`src/sv/sbc_pkg.sv`:
```
// sbc_pkg: shared types, widths, register map and reset values for the
// spinlock backoff controller. No dependencies.
package sbc_pkg;

    localparam int RANDOM_W    = 31;
    localparam int SPIN_W      = 10;
    localparam int DCNT_W      = 16;
    localparam int DELAY_W     = 10;
    localparam int GUARD_W     = 12;
    localparam int CFG_ADDR_W  = 4;
    localparam int CFG_DATA_W  = 32;

    typedef enum logic [1:0] {
        ACT_ACQUIRED = 2'd0,
        ACT_SPIN     = 2'd1,
        ACT_SLEEP    = 2'd2,
        ACT_STUCK    = 2'd3
    } action_t;

    localparam logic [1:0] REG_SPIN_LIMIT  = 2'd0;
    localparam logic [1:0] REG_DELAY_LIMIT = 2'd1;
    localparam logic [1:0] REG_MIN_DELAY   = 2'd2;
    localparam logic [1:0] REG_MAX_DELAY   = 2'd3;

    localparam logic [SPIN_W-1:0]  SPIN_LIMIT_RST  = 10'd100;
    localparam logic [DCNT_W-1:0]  DELAY_LIMIT_RST = 16'd1000;
    localparam logic [DELAY_W-1:0] MIN_DELAY_RST   = 10'd1;
    localparam logic [DELAY_W-1:0] MAX_DELAY_RST   = 10'd100;

    typedef struct packed {
        logic [SPIN_W-1:0]  spin_limit;
        logic [DCNT_W-1:0]  delay_limit;
        logic [DELAY_W-1:0] min_delay;
        logic [DELAY_W-1:0] max_delay;
    } cfg_t;

endpackage

```
`src/sv/sbc_in_if.sv`:
```
// sbc_in_if: valid/ready channel carrying one lock attempt word
// depends on sbc_pkg
interface sbc_in_if;
    import sbc_pkg::*;

    logic                valid;
    logic                ready;
    logic                lock_busy;
    logic [RANDOM_W-1:0] random_value;

    modport source (output valid, output lock_busy, output random_value, input ready);
    modport sink (input valid, input lock_busy, input random_value, output ready);
endinterface

```
`src/sv/sbc_out_if.sv`:
```
// sbc_out_if: valid/ready channel carrying one backoff decision word
// depends on sbc_pkg
interface sbc_out_if;
    import sbc_pkg::*;

    logic               valid;
    logic               ready;
    action_t            action;
    logic [DELAY_W-1:0] delay_csec;

    modport source (output valid, output action, output delay_csec, input ready);
    modport sink (input valid, input action, input delay_csec, output ready);
endinterface

```
`src/sv/sbc_cfg.sv`:
```
// sbc_cfg: APB-style configuration register file (four limits)
// depends on sbc_pkg
module sbc_cfg (
    input  logic                             clk,
    input  logic                             rst_n,
    input  logic                             psel,
    input  logic                             penable,
    input  logic                             pwrite,
    input  logic [sbc_pkg::CFG_ADDR_W-1:0]   paddr,
    input  logic [sbc_pkg::CFG_DATA_W-1:0]   pwdata,
    output logic [sbc_pkg::CFG_DATA_W-1:0]   prdata,
    output logic                             pready,
    output sbc_pkg::cfg_t                    cfg
);
    import sbc_pkg::*;

    cfg_t       cfg_reg;
    cfg_t       cfg_next;
    logic [1:0] reg_idx;
    logic       wr_en;

    assign reg_idx = paddr[CFG_ADDR_W-1:2];
    assign wr_en   = psel && penable && pwrite;
    assign pready  = 1'b1;
    assign cfg     = cfg_reg;

    always_comb
    begin
        cfg_next = cfg_reg;
        if (wr_en)
        begin
            unique case (reg_idx)
                REG_SPIN_LIMIT:  cfg_next.spin_limit  = pwdata[SPIN_W-1:0];
                REG_DELAY_LIMIT: cfg_next.delay_limit = pwdata[DCNT_W-1:0];
                REG_MIN_DELAY:   cfg_next.min_delay   = pwdata[DELAY_W-1:0];
                REG_MAX_DELAY:   cfg_next.max_delay   = pwdata[DELAY_W-1:0];
            endcase
        end
    end

    always_comb
    begin
        unique case (reg_idx)
            REG_SPIN_LIMIT:  prdata = CFG_DATA_W'(cfg_reg.spin_limit);
            REG_DELAY_LIMIT: prdata = CFG_DATA_W'(cfg_reg.delay_limit);
            REG_MIN_DELAY:   prdata = CFG_DATA_W'(cfg_reg.min_delay);
            REG_MAX_DELAY:   prdata = CFG_DATA_W'(cfg_reg.max_delay);
        endcase
    end

    always_ff @(posedge clk or negedge rst_n)
    begin
        if (!rst_n)
        begin
            cfg_reg.spin_limit  <= SPIN_LIMIT_RST;
            cfg_reg.delay_limit <= DELAY_LIMIT_RST;
            cfg_reg.min_delay   <= MIN_DELAY_RST;
            cfg_reg.max_delay   <= MAX_DELAY_RST;
        end
        else
        begin
            cfg_reg <= cfg_next;
        end
    end

endmodule

```
`src/sv/sbc_scale.sv`:
```
// sbc_scale: two-stage pipeline turning the random word into a fixed-point
// fraction frac ~ r/RANDOM_MAX (rounded up); depends on sbc_pkg, sbc_in_if
module sbc_scale #(
    parameter int unsigned RANDOM_MAX = 32'd2147483647,
    parameter int          FRAC_W     = 43
) (
    input  logic        clk,
    input  logic        rst_n,
    sbc_in_if.sink      attempt,
    output logic        frac_valid,
    input  logic        frac_ready,
    output logic        frac_busy,
    output logic [FRAC_W:0] frac
);
    import sbc_pkg::*;

    localparam int RAND_BITS = $clog2(RANDOM_MAX + 32'd1);
    localparam int TW        = FRAC_W + 1;
    localparam int MW        = FRAC_W + 2;
    localparam int ML        = MW / 2;
    localparam int MH        = MW - ML;
    localparam int LOW_W     = RAND_BITS + ML;
    localparam int HIGH_W    = RAND_BITS + MH;
    localparam int SUM_W     = RAND_BITS + MW;
    localparam int EW        = FRAC_W + RAND_BITS + 1;

    // reciprocal of RANDOM_MAX, one above the floor so the product never undershoots
    localparam logic [EW-1:0] RECIP_FULL =
        ((EW'(1) << (FRAC_W + RAND_BITS)) / EW'(RANDOM_MAX)) + EW'(1);
    localparam logic [MW-1:0] RECIP    = RECIP_FULL[MW-1:0];
    localparam logic [ML-1:0] RECIP_LO = RECIP[ML-1:0];
    localparam logic [MH-1:0] RECIP_HI = RECIP[MW-1:ML];
    localparam logic [RANDOM_W-1:0] R_MAX = RANDOM_W'(RANDOM_MAX);

    logic                 s1_valid_reg;
    logic                 s1_valid_next;
    logic                 s1_busy_reg;
    logic [LOW_W-1:0]     pp_lo_reg;
    logic [LOW_W-1:0]     pp_lo_next;
    logic [HIGH_W-1:0]    pp_hi_reg;
    logic [HIGH_W-1:0]    pp_hi_next;
    logic                 s2_valid_reg;
    logic                 s2_valid_next;
    logic                 s2_busy_reg;
    logic [TW-1:0]        frac_reg;
    logic [TW-1:0]        frac_next;

    logic                 in_ready;
    logic                 s2_ready;
    logic [RANDOM_W-1:0]  r_sat;
    logic [RAND_BITS-1:0] r_bits;
    logic [SUM_W-1:0]     prod;
    logic [MW-1:0]        quot;

    assign s2_ready      = !s2_valid_reg || frac_ready;
    assign in_ready      = !s1_valid_reg || s2_ready;
    assign attempt.ready = in_ready;

    // saturate words above the random range
    assign r_sat  = (attempt.random_value > R_MAX) ? R_MAX : attempt.random_value;
    assign r_bits = r_sat[RAND_BITS-1:0];

    assign pp_lo_next = LOW_W'(r_bits) * LOW_W'(RECIP_LO);
    assign pp_hi_next = HIGH_W'(r_bits) * HIGH_W'(RECIP_HI);

    assign prod      = (SUM_W'(pp_hi_reg) << ML) + SUM_W'(pp_lo_reg);
    assign quot      = prod[SUM_W-1:RAND_BITS];
    assign frac_next = quot[TW-1:0] + TW'(1);

    assign s1_valid_next = in_ready ? attempt.valid : s1_valid_reg;
    assign s2_valid_next = s2_ready ? s1_valid_reg : s2_valid_reg;

    always_ff @(posedge clk or negedge rst_n)
    begin
        if (!rst_n)
        begin
            s1_valid_reg <= 1'b0;
            s2_valid_reg <= 1'b0;
        end
        else
        begin
            s1_valid_reg <= s1_valid_next;
            s2_valid_reg <= s2_valid_next;
        end
    end

    always_ff @(posedge clk)
    begin
        if (attempt.valid && in_ready)
        begin
            s1_busy_reg <= attempt.lock_busy;
            pp_lo_reg   <= pp_lo_next;
            pp_hi_reg   <= pp_hi_next;
        end
        if (s1_valid_reg && s2_ready)
        begin
            s2_busy_reg <= s1_busy_reg;
            frac_reg    <= frac_next;
        end
    end

    assign frac_valid = s2_valid_reg;
    assign frac_busy  = s2_busy_reg;
    assign frac       = frac_reg;

endmodule

```
`src/sv/sbc_ctrl.sv`:
```
// sbc_ctrl: spin/delay counters, delay growth and the result register
// depends on sbc_pkg, sbc_out_if
module sbc_ctrl #(
    parameter int FRAC_W = 43
) (
    input  logic            clk,
    input  logic            rst_n,
    input  sbc_pkg::cfg_t   cfg,
    input  logic            frac_valid,
    output logic            frac_ready,
    input  logic            frac_busy,
    input  logic [FRAC_W:0] frac,
    sbc_out_if.source       result
);
    import sbc_pkg::*;

    localparam int TW = FRAC_W + 1;
    localparam int PW = DELAY_W + TW;
    localparam logic [PW-1:0] HALF = PW'(1) << (FRAC_W - 1);

    logic [SPIN_W-1:0]  spin_cnt_reg;
    logic [SPIN_W-1:0]  spin_cnt_next;
    logic [DCNT_W-1:0]  delay_cnt_reg;
    logic [DCNT_W-1:0]  delay_cnt_next;
    logic [DELAY_W-1:0] delay_now_reg;
    logic [DELAY_W-1:0] delay_now_next;
    logic               out_valid_reg;
    logic               out_valid_next;
    action_t            act_reg;
    action_t            act_next;
    logic [DELAY_W-1:0] dly_reg;
    logic [DELAY_W-1:0] dly_next;

    logic               take;
    logic [PW-1:0]      growth_prod;
    logic [PW-1:0]      grow_sum;
    logic [DELAY_W-1:0] grow;
    logic [DELAY_W:0]   grown;

    assign frac_ready = !out_valid_reg || result.ready;
    assign take       = frac_valid && frac_ready;

    // round(d*r/RANDOM_MAX): frac is never below the true ratio and the guard bits
    // keep its excess under half an lsb of the exact rounding point
    assign growth_prod = PW'(delay_now_reg) * PW'(frac);
    assign grow_sum    = growth_prod + HALF;
    assign grow        = grow_sum[FRAC_W+DELAY_W-1:FRAC_W];
    assign grown       = {1'b0, delay_now_reg} + {1'b0, grow};

    always_comb
    begin
        spin_cnt_next  = spin_cnt_reg;
        delay_cnt_next = delay_cnt_reg;
        delay_now_next = delay_now_reg;
        act_next       = ACT_ACQUIRED;
        dly_next       = '0;
        if (take)
        begin
            priority if (!frac_busy)
            begin
                act_next       = ACT_ACQUIRED;
                spin_cnt_next  = '0;
                delay_cnt_next = '0;
                delay_now_next = cfg.min_delay;
            end
            else if (spin_cnt_reg < cfg.spin_limit)
            begin
                act_next      = ACT_SPIN;
                spin_cnt_next = spin_cnt_reg + SPIN_W'(1);
            end
            else if (delay_cnt_reg >= cfg.delay_limit)
            begin
                act_next       = ACT_STUCK;
                spin_cnt_next  = '0;
                delay_cnt_next = '0;
                delay_now_next = cfg.min_delay;
            end
            else
            begin
                act_next       = ACT_SLEEP;
                dly_next       = delay_now_reg;
                spin_cnt_next  = '0;
                delay_cnt_next = delay_cnt_reg + DCNT_W'(1);
                if (grown > {1'b0, cfg.max_delay})
                begin
                    delay_now_next = cfg.min_delay;
                end
                else
                begin
                    delay_now_next = grown[DELAY_W-1:0];
                end
            end
        end
    end

    assign out_valid_next = take || (out_valid_reg && !result.ready);

    always_ff @(posedge clk or negedge rst_n)
    begin
        if (!rst_n)
        begin
            spin_cnt_reg  <= '0;
            delay_cnt_reg <= '0;
            delay_now_reg <= MIN_DELAY_RST;
            out_valid_reg <= 1'b0;
        end
        else
        begin
            spin_cnt_reg  <= spin_cnt_next;
            delay_cnt_reg <= delay_cnt_next;
            delay_now_reg <= delay_now_next;
            out_valid_reg <= out_valid_next;
        end
    end

    always_ff @(posedge clk)
    begin
        if (take)
        begin
            act_reg <= act_next;
            dly_reg <= dly_next;
        end
    end

    assign result.valid      = out_valid_reg;
    assign result.action     = act_reg;
    assign result.delay_csec = dly_reg;

    a_spin_inc: assert property (@(posedge clk) disable iff (!rst_n)
        take && act_next == ACT_SPIN |=> spin_cnt_reg == $past(spin_cnt_reg) + SPIN_W'(1))
        else $error("spin count did not advance on a spin");

    a_restart: assert property (@(posedge clk) disable iff (!rst_n)
        take && (act_next == ACT_ACQUIRED || act_next == ACT_STUCK)
        |=> spin_cnt_reg == '0 && delay_cnt_reg == '0)
        else $error("counters not cleared on acquire or stuck");

    a_idle_hold: assert property (@(posedge clk) disable iff (!rst_n)
        !take |=> $stable(delay_now_reg) && $stable(delay_cnt_reg) && $stable(spin_cnt_reg))
        else $error("backoff state moved without a word");

    a_delay_zero: assert property (@(posedge clk) disable iff (!rst_n)
        result.valid && result.action != ACT_SLEEP |-> result.delay_csec == '0)
        else $error("nonzero delay on a non-sleep word");

endmodule

```
`src/sv/spinlock_backoff_controller_core.sv`:
```
// spinlock_backoff_controller_core: top level of the backoff controller
// depends on sbc_pkg, sbc_in_if, sbc_out_if, sbc_cfg, sbc_scale, sbc_ctrl
//
//  channel   dir   handshake      payload
//  -------   ---   ---------      -------
//  attempt   in    valid/ready    lock_busy, random_value[30:0]
//  result    out   valid/ready    action[1:0], delay_csec[9:0]
//  apb       in    psel/penable   paddr[3:0], pwdata/prdata[31:0], pready tied high
//
//  one word per cycle sustained while the result side stays ready; a result
//  passes the two scaling stages, then the state update into the result reg
//  the rate is set by the combinational counter/delay update, whose critical
//  path is the 10-bit delay times fraction multiply plus the wrap compare
//  reset (rst_n, async low) loads the register defaults and sets the current
//  delay to 1; no clearing pass, words are taken straight after reset
//  each stage holds only while its successor is full and stalled, so empty
//  stages keep taking words while a result waits on the output
module spinlock_backoff_controller_core #(
    parameter int unsigned RANDOM_MAX = 32'd2147483647
) (
    input  logic                             clk,
    input  logic                             rst_n,
    sbc_in_if.sink                           attempt,
    sbc_out_if.source                        result,
    input  logic                             psel,
    input  logic                             penable,
    input  logic                             pwrite,
    input  logic [sbc_pkg::CFG_ADDR_W-1:0]   paddr,
    input  logic [sbc_pkg::CFG_DATA_W-1:0]   pwdata,
    output logic [sbc_pkg::CFG_DATA_W-1:0]   prdata,
    output logic                             pready
);
    import sbc_pkg::*;

    // fraction bits: random range plus guard bits so that a 10-bit delay
    // times the rounded-up fraction still rounds like the exact quotient
    localparam int RAND_BITS = $clog2(RANDOM_MAX + 32'd1);
    localparam int FRAC_W    = RAND_BITS + GUARD_W;

    cfg_t            cfg;
    logic            frac_valid;
    logic            frac_ready;
    logic            frac_busy;
    logic [FRAC_W:0] frac;

    // configuration registers
    sbc_cfg u_cfg (
        .clk     (clk),
        .rst_n   (rst_n),
        .psel    (psel),
        .penable (penable),
        .pwrite  (pwrite),
        .paddr   (paddr),
        .pwdata  (pwdata),
        .prdata  (prdata),
        .pready  (pready),
        .cfg     (cfg)
    );

    // random word to fixed-point fraction, independent of backoff state
    sbc_scale #(
        .RANDOM_MAX (RANDOM_MAX),
        .FRAC_W     (FRAC_W)
    ) u_scale (
        .clk        (clk),
        .rst_n      (rst_n),
        .attempt    (attempt),
        .frac_valid (frac_valid),
        .frac_ready (frac_ready),
        .frac_busy  (frac_busy),
        .frac       (frac)
    );

    // counters, delay growth and the output register
    sbc_ctrl #(
        .FRAC_W (FRAC_W)
    ) u_ctrl (
        .clk        (clk),
        .rst_n      (rst_n),
        .cfg        (cfg),
        .frac_valid (frac_valid),
        .frac_ready (frac_ready),
        .frac_busy  (frac_busy),
        .frac       (frac),
        .result     (result)
    );

endmodule

```
`src/flat_wrapper.sv`:
```
// flat-port wrapper written by rule: the top's interface ports become plain ports
module spinlock_backoff_controller_core_flat import sbc_pkg::*;
#(
    parameter int unsigned RANDOM_MAX = 32'd2147483647
)
  (clk, rst_n, psel, penable, pwrite, paddr, pwdata, prdata, pready, attempt_valid, attempt_lock_busy, attempt_random_value, attempt_ready, result_valid, result_action, result_delay_csec, result_ready);
  sbc_in_if attempt_i ();
  sbc_out_if result_i ();
  input  logic clk;
  input  logic rst_n;
  input  logic psel;
  input  logic penable;
  input  logic pwrite;
  input  logic [sbc_pkg::CFG_ADDR_W-1:0] paddr;
  input  logic [sbc_pkg::CFG_DATA_W-1:0] pwdata;
  output logic [sbc_pkg::CFG_DATA_W-1:0] prdata;
  output logic pready;
  input wire logic [$bits(attempt_i.valid)-1:0] attempt_valid;
  input wire logic [$bits(attempt_i.lock_busy)-1:0] attempt_lock_busy;
  input wire logic [$bits(attempt_i.random_value)-1:0] attempt_random_value;
  output wire logic [$bits(attempt_i.ready)-1:0] attempt_ready;
  output wire logic [$bits(result_i.valid)-1:0] result_valid;
  output wire logic [$bits(result_i.action)-1:0] result_action;
  output wire logic [$bits(result_i.delay_csec)-1:0] result_delay_csec;
  input wire logic [$bits(result_i.ready)-1:0] result_ready;
  assign attempt_i.valid = attempt_valid;
  assign attempt_i.lock_busy = attempt_lock_busy;
  assign attempt_i.random_value = attempt_random_value;
  assign attempt_ready = attempt_i.ready;
  assign result_valid = result_i.valid;
  assign result_action = result_i.action;
  assign result_delay_csec = result_i.delay_csec;
  assign result_i.ready = result_ready;
  spinlock_backoff_controller_core #(.RANDOM_MAX(RANDOM_MAX)) u_core (.clk(clk), .rst_n(rst_n), .attempt(attempt_i), .result(result_i), .psel(psel), .penable(penable), .pwrite(pwrite), .paddr(paddr), .pwdata(pwdata), .prdata(prdata), .pready(pready));
endmodule
```
`config.mk`:
```
export PLATFORM = sky130hd
export DESIGN_NAME = spinlock_backoff_controller_core_flat
export DESIGN_NICKNAME = d
export VERILOG_FILES = /design/src/sv/sbc_pkg.sv /design/src/sv/sbc_in_if.sv /design/src/sv/sbc_out_if.sv /design/src/sv/sbc_cfg.sv /design/src/sv/sbc_scale.sv /design/src/sv/sbc_ctrl.sv /design/src/sv/spinlock_backoff_controller_core.sv /design/src/flat_wrapper.sv
export SDC_FILE = /design/constraint.sdc
export NUM_CORES = 1
export LEC_CHECK = 0
export ABC_AREA = 1
export CAP_MARGIN = 20
export CORE_UTILIZATION = 65
export CTS_CLUSTER_SIZE = 40
export DETAILED_ROUTE_END_ITERATION = 8
export DONT_BUFFER_PORTS = 1
export PLACE_DENSITY = 0.84
export REMOVE_ABC_BUFFERS = 1
export SLEW_MARGIN = 20
export SYNTH_ARGS = -nofsm -noshare
export SYNTH_HDL_FRONTEND = slang
export SYNTH_SLANG_ARGS = --single-unit
```
`constraint.sdc`:
```
create_clock -name clk -period 9.8 [get_ports clk]
set_input_delay 0.49 -clock clk [delete_from_list [all_inputs] [get_ports clk]]
set_output_delay 0.49 -clock clk [all_outputs]
set_load 0.01 [all_outputs]
```
==> flow_metrics.tcl <==
set metrics [dict create \
    cts_max_path_buffers 2 \
    drv_slew 0 \
    crit-reg2reg-capture "u_core.u_ctrl.delay_now_reg[1]" \
    period_share_pct 90.5 \
    num_rows 74 \
    grt_pass1_vias 23049 \
    ys_async_sr_fraction_pct 45.5 \
    cp_max_fo 25 \
    tns_ns 0 \
    max_freq_mhz 113 \
    critPathRequiredTime_ns 10.13 \
    cts_root_buf "clkbuf_16" \
    place_hpwl_um 53900 \
    yosys.area.top_type "fa_1" \
    synth_cells 3622 \
    synth_top_area_share_pct 24.8 \
    initial_utilization_pct 66.0 \
    hold_viol 0 \
    gp_congestion 0.981 \
    synth.most_common_cell "nand2_1" \
    rrSetupSlack_ns 0.93 \
    setup_viol 0 \
    drt-pass1-iter-count 5 \
    dp.cells 4035 \
    wirelength_um 66000 \
    tightest_slew_ns 1.16 \
    critPathMaxStageDelay_ns 1.09 \
    synth_common_cells "nand2_1, inv_1, fa_1, nor2_1, ha_1" \
    numClockSinks 187 \
    grt_pass1_wl_um 110000 \
    die_x_um 206 \
    synth_cell_types 47 \
    boundaryPins 122 \
    ant_nets 0 \
    cp-start-kind "register" \
    die_height_um 206 \
    drv_cap 0 \
    endpoint_kind "register" \
    antenna_found_initial 0 \
    final_util_pct 68.1 \
    arrival_ns 9.21 \
    cpMostUsedCell "nand2_1" \
    cts_tree "done" \
    num_vias 22323 \
    area_delta_synth_final_pct 3.29 \
    ys_warn_count 0 \
    die_area_um2 42400 \
    diodes 0 \
    grt.total_usage_pct 33.0 \
    synthFlopType "edfxtp_1" \
    crit_type "register to register" \
    drt_iter0_drc 1623 \
    clkTransAtPathRegs_ns 0.07 \
    synth_area_leaders "fa_1, nand2_1, inv_1, edfxtp_1, ha_1" \
    ys_ff_latch 187 \
    yosysSeqAreaShare_pct 19.3 \
    dp_worst_setup_slack_ns 1.11 \
    fin_skew_ns 0.0102 \
    coreArea_um2 40900 \
    min_path_cells 0 \
    rsz0062_at_grt "no" \
    reg2regPathDepth 39 \
    routedWlPerCell_um 16.2 \
    drive_gt1_share_pct 3.51 \
    layout.nets 4161 \
    clock_latency_ns 0.45 \
    synth_edf_count 102 \
    crit_start "u_core.u_ctrl.delay_now_reg[9]" \
    grt_max_degree 86 \
    largest_register_ffs 46 \
    crit_end "u_core.u_ctrl.delay_now_reg[1]" \
    slew_headroom_pct 22.8 \
    gr-total-overflow 0 \
    final_cells 4069 \
    io_buffers 0 \
    status "complete, no violations" \
    slowest_stage "dfrtp_1" \
    htreeDepth 4 \
    fin_crit_ns 8.87 \
    timing.rr.start "u_core.u_ctrl.delay_now_reg[9]" \
    holdCritPathClass "input port to register" \
    netlist_area_um2 27000 \
    vias_per_cell 5.49 \
    cts-buffers-inserted 17 \
    fin_ws_ns 0.928 \
    avgSynthCellArea_um2 7.45 \
    route.detailed.drc 0 \
]
[critical path: cells and delay by family (launching register included)]
kind	cells	cell delay (ns)
AO/OA/AOI/OAI	7	1.31
XOR/XNOR	2	0.49
adder cells (fa/ha/maj)	8	3.55
buffers and inverters	6	0.69
flip-flops	1	1.09
AND/OR/NAND/NOR	16	1.59
[metal layers]
| metal | part of all wire [%] | global-route usage, % |
|---|---|---|
| met5 | 0 | 0 |
| met3 | 7.3 | 5.00 |
| met2 | 49 | 57.6 |
| met4 | 4.6 | 16.2 |
| met1 | 39 | 39.7 |
[cell type report]
cell class | instances | area [um2]
Multi-Input combinational cell | 2437 | 18000
Timing Repair Buffer | 28 | 258
Tap cell | 532 | 666
Fill cell | 3468 | 13000
Inverter | 853 | 3200
Clock inverter | 12 | 133
Clock buffer | 20 | 437
Sequential cell | 187 | 5210
[worst min path at each step]
stage | from | to | slack [ns]
final | attempt_lock_busy | u_core.u_scale.s1_busy_reg | 0.13
after floorplan | rst_n | u_core.u_cfg.cfg[0] | 0.19
after global routing | attempt_lock_busy | u_core.u_scale.s1_busy_reg | 0.12
after detailed placement | rst_n | u_core.u_cfg.cfg[33] | 0.20
after global placement | rst_n | u_core.u_cfg.cfg[33] | 0.20
after CTS | attempt_lock_busy | u_core.u_scale.s1_busy_reg | 0.12
[kinds of logic (layout without fill, tap and decap cells)]
| kind of cell | count (synthesis) | count (layout) | share of synthesized area [%] |
|---|---|---|---|
| other cells | 2 | 17 | 0.0278 |
| flops | 187 | 187 | 19.3 |
| fa+ha+maj | 562 | 562 | 35.3 |
| xor+xnor | 70 | 70 | 2.33 |
| simple gates | 1519 | 1519 | 23.0 |
| buf+inv | 1013 | 913 | 14.3 |
| compound gates | 269 | 269 | 5.66 |
[metrics by stage]
step,hold WS (ns),area [um2]
floorplan,0.194,26400
global placement,0.196,27300
detailed placement,0.196,27300
CTS,0.119,27900
global route,0.116,27900
finish,0.133,27900
[repair_timing]
action,CTS,global route
setup buffers,0,0
resized for setup,0,0
endpoints found under the hold margin,85,0
hold buffers,2,0
[layout by cell type, fill, tap and decap left out, types with 7 or more instances in the layout]
| cell type | Yosys | final |
|---|---|---|
| nor2_4 | 7 | 7 |
| a21o_1 | 15 | 15 |
| clkbuf_16 | 0 | 17 |
| nand4_1 | 48 | 48 |
| a21oi_1 | 100 | 100 |
| dfstp_2 | 14 | 14 |
| buf_4 | 17 | 24 |
| conb_1 | 2 | 17 |
| ha_1 | 228 | 228 |
| inv_1 | 844 | 843 |
| xnor2_1 | 11 | 11 |
| nand2_1 | 985 | 985 |
| nand3_1 | 109 | 109 |
| o21ai_0 | 96 | 96 |
| o21bai_1 | 10 | 10 |
| xor2_1 | 57 | 57 |
| dfrtp_1 | 71 | 70 |
| nor2_2 | 15 | 16 |
| nor3_1 | 34 | 34 |
| a31oi_1 | 16 | 16 |
| nand2_2 | 12 | 12 |
| nor4_1 | 9 | 9 |
| fa_1 | 334 | 334 |
| edfxtp_1 | 102 | 102 |
| nor2_1 | 285 | 284 |
| o2111ai_1 | 11 | 11 |
Power is not shown: default switching activity piles up to over one toggle a cycle in this logic, so the estimate is an artifact.
